$ cat src/hdl/hrcd_pkg.sv
// ----------------------------------------------------------------------------
// hrcd_pkg
// shared types, constants and helpers of the request completion detector
// ----------------------------------------------------------------------------
package hrcd_pkg;

    localparam int COUNT_BITS     = 32;
    localparam int LEN_BITS       = 17;
    localparam int MAX_BODY_BYTES = 65536;
    localparam int NAME_LEN       = 15;
    localparam int NAME_BITS      = $clog2(NAME_LEN + 1);
    localparam int PROD_BITS      = LEN_BITS + 4;

    typedef logic [COUNT_BITS-1:0] t_count;
    typedef logic [LEN_BITS-1:0]   t_len;

    localparam t_count COUNT_MAX = '1;

    localparam logic [7:0] CH_LF = 8'h0A;
    localparam logic [7:0] CH_CR = 8'h0D;
    localparam logic [7:0] CH_SP = 8'h20;
    localparam logic [7:0] CH_0  = 8'h30;
    localparam logic [7:0] CH_9  = 8'h39;
    localparam logic [7:0] CH_UA = 8'h41;
    localparam logic [7:0] CH_UZ = 8'h5A;

    // terminator matcher: none, cr, cr lf, cr lf cr, lone lf
    typedef enum logic [2:0] {
        TERM_NONE,
        TERM_CR,
        TERM_CRLF,
        TERM_CRLFCR,
        TERM_LF
    } t_term;

    typedef enum logic [1:0] {
        VAL_SEARCH,
        VAL_SKIP,
        VAL_DIGITS,
        VAL_OVER
    } t_phase;

    typedef struct packed {
        t_term                 term;
        logic                  line_match;
        logic                  prev_cr;
        logic [NAME_BITS-1:0]  name_pos;
        t_phase                phase;
        t_len                  acc;
        logic                  too_large;
        logic                  line_closed;
        logic                  has_digits;
    } t_parse;

    localparam t_parse PARSE_RESET = '{
        term:        TERM_NONE,
        line_match:  1'b1,
        prev_cr:     1'b0,
        name_pos:    '0,
        phase:       VAL_SEARCH,
        acc:         '0,
        too_large:   1'b0,
        line_closed: 1'b0,
        has_digits:  1'b0
    };

    typedef struct packed {
        t_count byte_count;
        t_count hdr_end;
        logic   done;
    } t_track;

    localparam t_track TRACK_RESET = '{byte_count: '0, hdr_end: '0, done: 1'b0};

    typedef struct packed {
        logic [7:0] data_byte;
        logic       first_byte;
    } t_in;

    typedef struct packed {
        logic complete;
        logic header_done;
        logic body_len_known;
        t_len body_len;
    } t_result;

    // lower-case field name, one character per position
    function automatic logic [7:0] name_char(input logic [NAME_BITS-1:0] idx);
        logic [7:0] c;
        case (idx)
            4'd0:    c = 8'h63; // c
            4'd1:    c = 8'h6F; // o
            4'd2:    c = 8'h6E; // n
            4'd3:    c = 8'h74; // t
            4'd4:    c = 8'h65; // e
            4'd5:    c = 8'h6E; // n
            4'd6:    c = 8'h74; // t
            4'd7:    c = 8'h2D; // -
            4'd8:    c = 8'h6C; // l
            4'd9:    c = 8'h65; // e
            4'd10:   c = 8'h6E; // n
            4'd11:   c = 8'h67; // g
            4'd12:   c = 8'h74; // t
            4'd13:   c = 8'h68; // h
            4'd14:   c = 8'h3A; // :
            default: c = 8'h00;
        endcase
        return c;
    endfunction

    function automatic logic [7:0] to_lower(input logic [7:0] c);
        return (c >= CH_UA && c <= CH_UZ) ? c + 8'd32 : c;
    endfunction

endpackage

$ cat src/hdl/hrcd_if.sv
// ----------------------------------------------------------------------------
// hrcd_in_if / hrcd_out_if
// valid/ready channels for request bytes and completion results
// ----------------------------------------------------------------------------
interface hrcd_in_if;
    logic       valid;
    logic       ready;
    logic [7:0] data_byte;
    logic       first_byte;

    modport source (output valid, output data_byte, output first_byte, input ready);
    modport sink   (input valid, input data_byte, input first_byte, output ready);
endinterface

interface hrcd_out_if;
    logic                 valid;
    logic                 ready;
    logic                 complete;
    logic                 header_done;
    logic                 body_len_known;
    hrcd_pkg::t_len       body_len;

    modport source (output valid, output complete, output header_done,
                    output body_len_known, output body_len, input ready);
    modport sink   (input valid, input complete, input header_done,
                    input body_len_known, input body_len, output ready);
endinterface

$ cat src/hdl/http_request_completion_detector.sv
// ----------------------------------------------------------------------------
// http_request_completion_detector
// per-byte http request completeness: header end and body length tracking
// ----------------------------------------------------------------------------
// path: input register, then the parse/count update, then the result register
// throughput: one byte per cycle while the result side takes them, set by the
//   single-pass parse/count update between the input and result registers
// reset: i_rst_n low clears parse and count state and both valid flags;
//   first_byte on a byte clears all request state before that byte
// ----------------------------------------------------------------------------
module http_request_completion_detector (
    input  logic               i_clk,
    input  logic               i_rst_n,
    hrcd_in_if.sink            i_req,
    hrcd_out_if.source         o_res
);

    // input register
    logic               r_in_valid;
    hrcd_pkg::t_in      r_in;

    // request state
    hrcd_pkg::t_parse   r_parse;
    hrcd_pkg::t_track   r_track;

    // result register
    logic               r_out_valid;
    hrcd_pkg::t_result  r_out;

    hrcd_pkg::t_parse   cur_parse;
    hrcd_pkg::t_track   cur_track;
    hrcd_pkg::t_parse   step_parse;
    hrcd_pkg::t_parse   n_parse;
    hrcd_pkg::t_track   n_track;
    hrcd_pkg::t_result  n_out;
    logic               ended;
    logic               advance;

    // the held byte moves on when the result slot is free or being drained
    assign advance     = r_in_valid && (!r_out_valid || o_res.ready);
    assign i_req.ready = !r_in_valid || advance;

    // a first byte starts from clean state
    assign cur_parse = r_in.first_byte ? hrcd_pkg::PARSE_RESET : r_parse;
    assign cur_track = r_in.first_byte ? hrcd_pkg::TRACK_RESET : r_track;

    hrcd_parse u_parse (
        .i_state (cur_parse),
        .i_byte  (r_in.data_byte),
        .o_state (step_parse),
        .o_ended (ended)
    );

    // after the header end the parser is frozen, bytes are only counted
    assign n_parse = (cur_track.hdr_end == '0) ? step_parse : cur_parse;

    hrcd_complete u_complete (
        .i_track  (cur_track),
        .i_ended  (ended),
        .i_parse  (n_parse),
        .o_track  (n_track),
        .o_result (n_out)
    );

    always_ff @(posedge i_clk) begin
        if (!i_rst_n) begin
            r_in_valid <= 1'b0;
        end else if (i_req.ready) begin
            r_in_valid <= i_req.valid;
        end
    end

    always_ff @(posedge i_clk) begin
        if (i_req.valid && i_req.ready) begin
            r_in.data_byte  <= i_req.data_byte;
            r_in.first_byte <= i_req.first_byte;
        end
    end

    always_ff @(posedge i_clk) begin
        if (!i_rst_n) begin
            r_parse <= hrcd_pkg::PARSE_RESET;
            r_track <= hrcd_pkg::TRACK_RESET;
        end else if (advance) begin
            r_parse <= n_parse;
            r_track <= n_track;
        end
    end

    always_ff @(posedge i_clk) begin
        if (!i_rst_n) begin
            r_out_valid <= 1'b0;
        end else if (advance) begin
            r_out_valid <= 1'b1;
        end else if (o_res.ready) begin
            r_out_valid <= 1'b0;
        end
    end

    always_ff @(posedge i_clk) begin
        if (advance) begin
            r_out <= n_out;
        end
    end

    assign o_res.valid          = r_out_valid;
    assign o_res.complete       = r_out.complete;
    assign o_res.header_done    = r_out.header_done;
    assign o_res.body_len_known = r_out.body_len_known;
    assign o_res.body_len       = r_out.body_len;

    // completion stays latched within a request
    a_done_latched: assert property (@(posedge i_clk) disable iff (!i_rst_n)
        advance && !r_in.first_byte && r_track.done |-> n_track.done)
        else $error("completion flag dropped within a request");

    // complete never precedes the header end
    a_done_needs_header: assert property (@(posedge i_clk) disable iff (!i_rst_n)
        r_out_valid && r_out.complete |-> r_out.header_done)
        else $error("complete without header end");

    // unknown length reads as zero
    a_len_zero: assert property (@(posedge i_clk) disable iff (!i_rst_n)
        r_out_valid && !r_out.body_len_known |-> r_out.body_len == '0)
        else $error("body length nonzero while unknown");

    // parser frozen once the header has ended
    a_parse_frozen: assert property (@(posedge i_clk) disable iff (!i_rst_n)
        advance && !r_in.first_byte && r_track.hdr_end != '0 |=> $stable(r_parse))
        else $error("parser state moved after header end");

    // a held byte is not lost while the result slot is full
    a_in_hold: assert property (@(posedge i_clk) disable iff (!i_rst_n)
        r_in_valid && !advance |=> r_in_valid && $stable(r_in))
        else $error("held input byte overwritten");

endmodule

$ cat src/hdl/hrcd_parse.sv
// ----------------------------------------------------------------------------
// hrcd_parse
// per-byte header terminator, field name and length value matcher
// ----------------------------------------------------------------------------
module hrcd_parse (
    input  hrcd_pkg::t_parse i_state,
    input  logic [7:0]       i_byte,
    output hrcd_pkg::t_parse o_state,
    output logic             o_ended
);

    logic [7:0]                   lc;
    logic                         is_digit;
    logic                         crlf;
    logic [hrcd_pkg::LEN_BITS-1:0] digit;
    logic [hrcd_pkg::PROD_BITS-1:0] prod;
    hrcd_pkg::t_parse             n_state;

    assign lc       = hrcd_pkg::to_lower(i_byte);
    assign is_digit = (i_byte >= hrcd_pkg::CH_0) && (i_byte <= hrcd_pkg::CH_9);
    assign crlf     = i_state.prev_cr && (i_byte == hrcd_pkg::CH_LF);
    assign digit    = hrcd_pkg::LEN_BITS'(i_byte - hrcd_pkg::CH_0);

    // acc * 10 + digit, shifts and adds
    assign prod = ({4'b0, i_state.acc} << 3) + ({4'b0, i_state.acc} << 1)
                + hrcd_pkg::PROD_BITS'(digit);

    always_comb begin
        n_state = i_state;
        o_ended = 1'b0;

        if (i_state.phase == hrcd_pkg::VAL_SEARCH && i_state.line_match) begin
            if (i_state.name_pos < hrcd_pkg::NAME_BITS'(hrcd_pkg::NAME_LEN) &&
                lc == hrcd_pkg::name_char(i_state.name_pos)) begin
                n_state.name_pos = i_state.name_pos + hrcd_pkg::NAME_BITS'(1);
                if (i_state.name_pos == hrcd_pkg::NAME_BITS'(hrcd_pkg::NAME_LEN - 1)) begin
                    n_state.phase      = hrcd_pkg::VAL_SKIP;
                    n_state.line_match = 1'b0;
                end
            end else begin
                n_state.line_match = 1'b0;
            end
        end else if (i_state.phase == hrcd_pkg::VAL_SKIP) begin
            if (is_digit) begin
                n_state.acc        = digit;
                n_state.has_digits = 1'b1;
                n_state.phase      = hrcd_pkg::VAL_DIGITS;
            end else if (i_byte != hrcd_pkg::CH_SP) begin
                n_state.phase = hrcd_pkg::VAL_OVER;
            end
        end else if (i_state.phase == hrcd_pkg::VAL_DIGITS) begin
            if (is_digit) begin
                if (!i_state.too_large) begin
                    if (prod > hrcd_pkg::PROD_BITS'(hrcd_pkg::MAX_BODY_BYTES)) begin
                        n_state.too_large = 1'b1;
                        n_state.acc       = '0;
                    end else begin
                        n_state.acc = prod[hrcd_pkg::LEN_BITS-1:0];
                    end
                end
            end else begin
                n_state.phase = hrcd_pkg::VAL_OVER;
            end
        end

        // end of line: restart name match, or close the length line
        if (crlf) begin
            if (n_state.phase == hrcd_pkg::VAL_SEARCH) begin
                n_state.line_match = 1'b1;
                n_state.name_pos   = '0;
            end else if (!n_state.line_closed) begin
                n_state.line_closed = 1'b1;
                n_state.phase       = hrcd_pkg::VAL_OVER;
            end
        end

        case (i_byte)
            hrcd_pkg::CH_LF: begin
                o_ended = (i_state.term == hrcd_pkg::TERM_CRLF) ||
                          (i_state.term == hrcd_pkg::TERM_LF) ||
                          (i_state.term == hrcd_pkg::TERM_CRLFCR);
                n_state.term = i_state.prev_cr ? hrcd_pkg::TERM_CRLF : hrcd_pkg::TERM_LF;
            end
            hrcd_pkg::CH_CR: begin
                n_state.term = (i_state.term == hrcd_pkg::TERM_CRLF) ?
                               hrcd_pkg::TERM_CRLFCR : hrcd_pkg::TERM_CR;
            end
            default: begin
                n_state.term = hrcd_pkg::TERM_NONE;
            end
        endcase

        n_state.prev_cr = (i_byte == hrcd_pkg::CH_CR);
    end

    assign o_state = n_state;

endmodule

$ cat src/hdl/hrcd_complete.sv
// ----------------------------------------------------------------------------
// hrcd_complete
// byte counting, header end position and latched completion decision
// ----------------------------------------------------------------------------
module hrcd_complete (
    input  hrcd_pkg::t_track  i_track,
    input  logic              i_ended,
    input  hrcd_pkg::t_parse  i_parse,
    output hrcd_pkg::t_track  o_track,
    output hrcd_pkg::t_result o_result
);

    hrcd_pkg::t_count             bc_inc;
    logic [hrcd_pkg::COUNT_BITS:0] sum;
    hrcd_pkg::t_count             target;
    logic                         open;
    logic                         known;
    logic                         reach;
    hrcd_pkg::t_track             n_track;

    assign open   = (i_track.hdr_end == '0);
    assign bc_inc = (i_track.byte_count == hrcd_pkg::COUNT_MAX) ?
                    i_track.byte_count : i_track.byte_count + hrcd_pkg::t_count'(1);
    assign known  = i_parse.line_closed && i_parse.has_digits && !i_parse.too_large;

    // saturating header end plus body length
    assign sum    = {1'b0, i_track.hdr_end}
                  + (hrcd_pkg::COUNT_BITS + 1)'(i_parse.acc);
    assign target = sum[hrcd_pkg::COUNT_BITS] ? hrcd_pkg::COUNT_MAX
                                              : sum[hrcd_pkg::COUNT_BITS-1:0];

    always_comb begin
        n_track            = i_track;
        n_track.byte_count = bc_inc;
        reach              = 1'b0;
        if (open) begin
            if (i_ended) begin
                // header end equals the new count here
                n_track.hdr_end = bc_inc;
                reach = (i_parse.acc == '0) || (bc_inc == hrcd_pkg::COUNT_MAX);
            end
        end else begin
            reach = (bc_inc >= target);
        end
        if (n_track.hdr_end != '0 && (!known || reach)) begin
            n_track.done = 1'b1;
        end
    end

    assign o_track                 = n_track;
    assign o_result.complete       = n_track.done;
    assign o_result.header_done    = (n_track.hdr_end != '0);
    assign o_result.body_len_known = known;
    assign o_result.body_len       = known ? i_parse.acc : '0;

endmodule

$ cat src/flat_wrapper.sv
// flat-port wrapper written by rule: the top's interface ports become plain ports
module http_request_completion_detector_flat 
  (i_clk, i_rst_n, i_req_valid, i_req_data_byte, i_req_first_byte, i_req_ready, o_res_valid, o_res_complete, o_res_header_done, o_res_body_len_known, o_res_body_len, o_res_ready);
  hrcd_in_if i_req_i ();
  hrcd_out_if o_res_i ();
  input  logic i_clk;
  input  logic i_rst_n;
  input wire logic [$bits(i_req_i.valid)-1:0] i_req_valid;
  input wire logic [$bits(i_req_i.data_byte)-1:0] i_req_data_byte;
  input wire logic [$bits(i_req_i.first_byte)-1:0] i_req_first_byte;
  output wire logic [$bits(i_req_i.ready)-1:0] i_req_ready;
  output wire logic [$bits(o_res_i.valid)-1:0] o_res_valid;
  output wire logic [$bits(o_res_i.complete)-1:0] o_res_complete;
  output wire logic [$bits(o_res_i.header_done)-1:0] o_res_header_done;
  output wire logic [$bits(o_res_i.body_len_known)-1:0] o_res_body_len_known;
  output wire logic [$bits(o_res_i.body_len)-1:0] o_res_body_len;
  input wire logic [$bits(o_res_i.ready)-1:0] o_res_ready;
  assign i_req_i.valid = i_req_valid;
  assign i_req_i.data_byte = i_req_data_byte;
  assign i_req_i.first_byte = i_req_first_byte;
  assign i_req_ready = i_req_i.ready;
  assign o_res_valid = o_res_i.valid;
  assign o_res_complete = o_res_i.complete;
  assign o_res_header_done = o_res_i.header_done;
  assign o_res_body_len_known = o_res_i.body_len_known;
  assign o_res_body_len = o_res_i.body_len;
  assign o_res_i.ready = o_res_ready;
  http_request_completion_detector u_core (.i_clk(i_clk), .i_rst_n(i_rst_n), .i_req(i_req_i), .o_res(o_res_i));
endmodule
$ cat config.mk
export PLATFORM = sky130hd
export DESIGN_NAME = http_request_completion_detector_flat
export DESIGN_NICKNAME = d
export VERILOG_FILES = /design/src/hdl/hrcd_pkg.sv /design/src/hdl/hrcd_if.sv /design/src/hdl/http_request_completion_detector.sv /design/src/hdl/hrcd_parse.sv /design/src/hdl/hrcd_complete.sv /design/src/flat_wrapper.sv
export SDC_FILE = /design/constraint.sdc
export NUM_CORES = 1
export LEC_CHECK = 0
export ABC_AREA = 1
export BUFFER_PORTS_ARGS = -buffer_cell sky130_fd_sc_hd__buf_2
export CORE_MARGIN = 5
export CORE_UTILIZATION = 40
export DETAILED_ROUTE_END_ITERATION = 8
export GPL_ROUTABILITY_DRIVEN = 1
export PLACE_DENSITY = 0.53
export SETUP_SLACK_MARGIN = 0.4
export SLEW_MARGIN = 20
export SYNTH_ARGS = -nofsm -noshare
export SYNTH_HDL_FRONTEND = slang
export SYNTH_SLANG_ARGS = --single-unit
$ cat constraint.sdc
create_clock -name i_clk -period 8.6 [get_ports i_clk]
set_clock_uncertainty 0.05 [all_clocks]
set_input_delay 1.72 -clock i_clk [delete_from_list [all_inputs] [get_ports i_clk]]
set_output_delay 1.72 -clock i_clk [all_outputs]
set_load 0.005 [all_outputs]
==> metrics.cfg <==
[outcome]
status=finished clean

[timing]
setup_ws_ns=0.5981
setup_violations=0
period_share=0.9305
grt_setup_unrepaired=true
fmax_mhz=125.0
hold_ws_ns=0.4031
report.final.slew_viol_count=0
worst_pin_slew_ns=0.8670
hold_viol_final=0
period_needed_ns=8.002
relSlewSlack=0.4214

[global_route]
gr-usage-all-layers=0.2258
grt_max_degree=124
grt_pass1_wl_um=61510
grt_pass1_vias=11620
gr-total-overflow=0
antenna_found_initial=0

[finish]
nFillCells=3126
layout-drive-gt1-share=0.1923
diodes=0
fin_cells=2392
final_cell_area_um2=14580
utilization=0.4879
regArea_um2=2833
multi_input_area_um2=8484
final_nets=2100
area_delta_synth_final_pct=19.80

[worst_setup_path]
critPathRequiredTime_ns=8.87
cp-start-kind=flip-flop
timing.critical_path.mode_cell=nand2_2
crit_arrival_ns=8.27
cp_num_buf_inv=11
crit_path_max_incr_delay_ns=0.51
path_max_fanout=5
crit_type=reg2reg
endpoint_kind=flip-flop
cpMaxStageDelayCell=fa_1
cp_top_family=simple AND/OR/NAND/NOR gates

[clock_tree]
root_buffer=clkbuf_16
clkTransAtPathRegs_ns=0.06
hold_buffers=0
clk_path_buf_depth=2
clk_latency_ns=0.43
cts.sinks=127
cts_tree=built
cts_made_buffers=17
htree_num_levels=4

[power_and_ir_drop]
max-vdd-ir-drop_mv=0.1245
p_per_area_nw_per_um2=133.3
power_leakage_nw=7.143

[flow_run]
drv_cap=0

[placed_design]
dp_hpwl_um=29610
dpl_cell_area_um2=12780
portBuffers=34
gp_congestion=0.9419
dp_slack_ns=-0.1582
place_inst=2323

[synth]
ys_seq_elements=127
synth-main-ff-cell=dfxtp_1
syn_nets=2036
syn_inst=1925
synth_cell_types=59
synth-edff-count=29
async_reset_ff_frac=0
avgSynthCellArea_um2=6.320
synth_seq_area_share=0.2328
synth_area_um2=12170
synth-warning-count=0

[floorplanning]
core_area_um2=29870
die_width_um=184.4
fp.dieH_um=184.4
die_area_um2=34010
row_count=63
ios=35
initial_core_util=0.4073

[route]
drtIter0Drc=744
viasPerCell=5.214
wl_per_cell_um=16.48
drc=0
drt-total-wl_um=39430
drtPass1Iterations=5
antenna_left=0
vias=12470

[worst_hold_path]
hp-class=reg2reg

==> sequential cells by signal, summed over array words and instances, names as in the netlist <==
register	count
u_core.o_res.body_len	17
u_core.o_res.body_len_known	1
u_core.o_res.complete	1
u_core.o_res.header_done	1
u_core.o_res.valid	1
u_core.r_in	9
u_core.r_in_valid	1
u_core.r_parse	31
u_core.r_track	65
==> cell usage after synthesis (all sizes together) (3+ instances only) <==
cell type | instances | area [µm²]
xnor2 | 13 | 121.4
a31oi | 6 | 37.54
nand4 | 32 | 200.2
nand3 | 82 | 425.4
edfxtp | 29 | 870.8
nor3 | 41 | 262.8
inv | 360 | 1351
o22ai | 8 | 50.05
nor2 | 251 | 1027
dfxtp | 98 | 1962
o211ai | 17 | 127.6
or2 | 3 | 18.77
clkbuf | 39 | 146.4
a21oi | 194 | 978.4
fa | 16 | 320.3
o221ai | 3 | 26.28
clkinv | 3 | 12.51
xor2 | 53 | 464.2
o31ai | 4 | 30.03
ha | 82 | 1026
nor4 | 16 | 146.4
o21ai | 125 | 648.1
a211oi | 6 | 45.04
nand2 | 396 | 1496
buf | 24 | 181.4
nand3b | 5 | 37.54
==> where the power goes <==
group          internal [mW]  switching, mW  total [mW]
registers              0.647         0.0160       0.663
clock network          0.431          0.281       0.712
logic                  0.209          0.359       0.568
==> through the flow <==
stage          total power, mW  TNS [ns]
3_3_place_gp             1.138  -0.01186
3_5_place_dp             1.141   -0.3161
2_1_floorplan            1.013         0
4_1_cts                  1.869         0
6_report                 1.943         0
5_1_grt                  2.055         0
==> final timing paths <==
path / from / to / slack, ns / depth (start not counted)
worst max-delay path: u_core.r_in[5]$_DFFE_PP_ / u_core.r_track[0]$_SDFFE_PN0P_ / 0.60 / 62
worst min-delay path: u_core.r_parse[27]$_SDFFE_PN1P_ / u_core.r_parse[27]$_SDFFE_PN1P_ / 0.40 / 2
worst max register to register: u_core.r_in[5]$_DFFE_PP_ / u_core.r_track[0]$_SDFFE_PN0P_ / 0.60 / 62
worst min register to register: u_core.r_parse[27]$_SDFFE_PN1P_ / u_core.r_parse[27]$_SDFFE_PN1P_ / 0.40 / 2
==> final cells by class <==
cell class	instances	area share
clock inverter	12	0.008241
tap	390	0.03348
timing repair buffer	108	0.05709
inverter	363	0.09409
clock buffer	20	0.03065
multi-input combinational	1372	0.5821
sequential	127	0.1944
==> worst reg2reg max path: cells and delay by family (launching register included) <==
family                     cells  cell delay [ns]
and+or+nand+nor               30             2.78
AOI/OAI and AO/OA             15             2.03
adders and majority gates      6             1.70
buffers and inverters         11             0.91
DFF                            1             0.44
==> layer usage <==
| metal | share of wire | GRT usage | wire length (µm) |
|---|---|---|---|
| met5 | 0 | 0 | 0 |
| met2 | 0.51 | 0.4141 | 20070 |
| met3 | 0.035 | 0.02329 | 1380 |
| met1 | 0.43 | 0.2825 | 17090 |
| met4 | 0.022 | 0.05827 | 882 |
==> layout by cell type (no fill, tap or decap), types with 4 or more instances in the layout <==
cell type	count
nand3_1	67
a21oi_1	180
o31ai_1	4
clkbuf_16	18
nor3_1	30
buf_6	13
ha_4	22
o21ai_0	107
o21ai_2	5
nand4_1	32
o22ai_1	8
xor2_1	51
nor2_2	32
dfxtp_1	98
nand3_2	15
ha_1	59
nor3_2	9
nor4_1	10
nand2_1	338
nor4_2	5
a31oi_1	6
a211oi_1	5
fa_1	14
edfxtp_1	29
nand2_4	11
nand2_2	46
buf_2	34
nor2_1	198
o211ai_1	17
inv_2	42
o21ai_1	12
clkinv_2	7
xnor2_1	11
buf_4	56
inv_1	317
nor2_4	21
nand3b_1	5
a21oi_2	12
==> kinds of logic after synthesis <==
family	synth area share
and+or+nand+nor	0.3003
buffers and inverters	0.1390
AOI/OAI and AO/OA	0.1691
DFF	0.2328
adders and majority gates	0.1107
xor gates and xnor gates	0.04813
==> repair_timing <==
item	4_1_cts	5_1_grt
setup endpoints to repair	2	2
pin swaps	4	77
endpoints found under the hold margin	0	0
setup buffers	6	30
cloned	0	1
resized for setup	19	217
No activity file was read; power rests on OpenSTA's default activity.
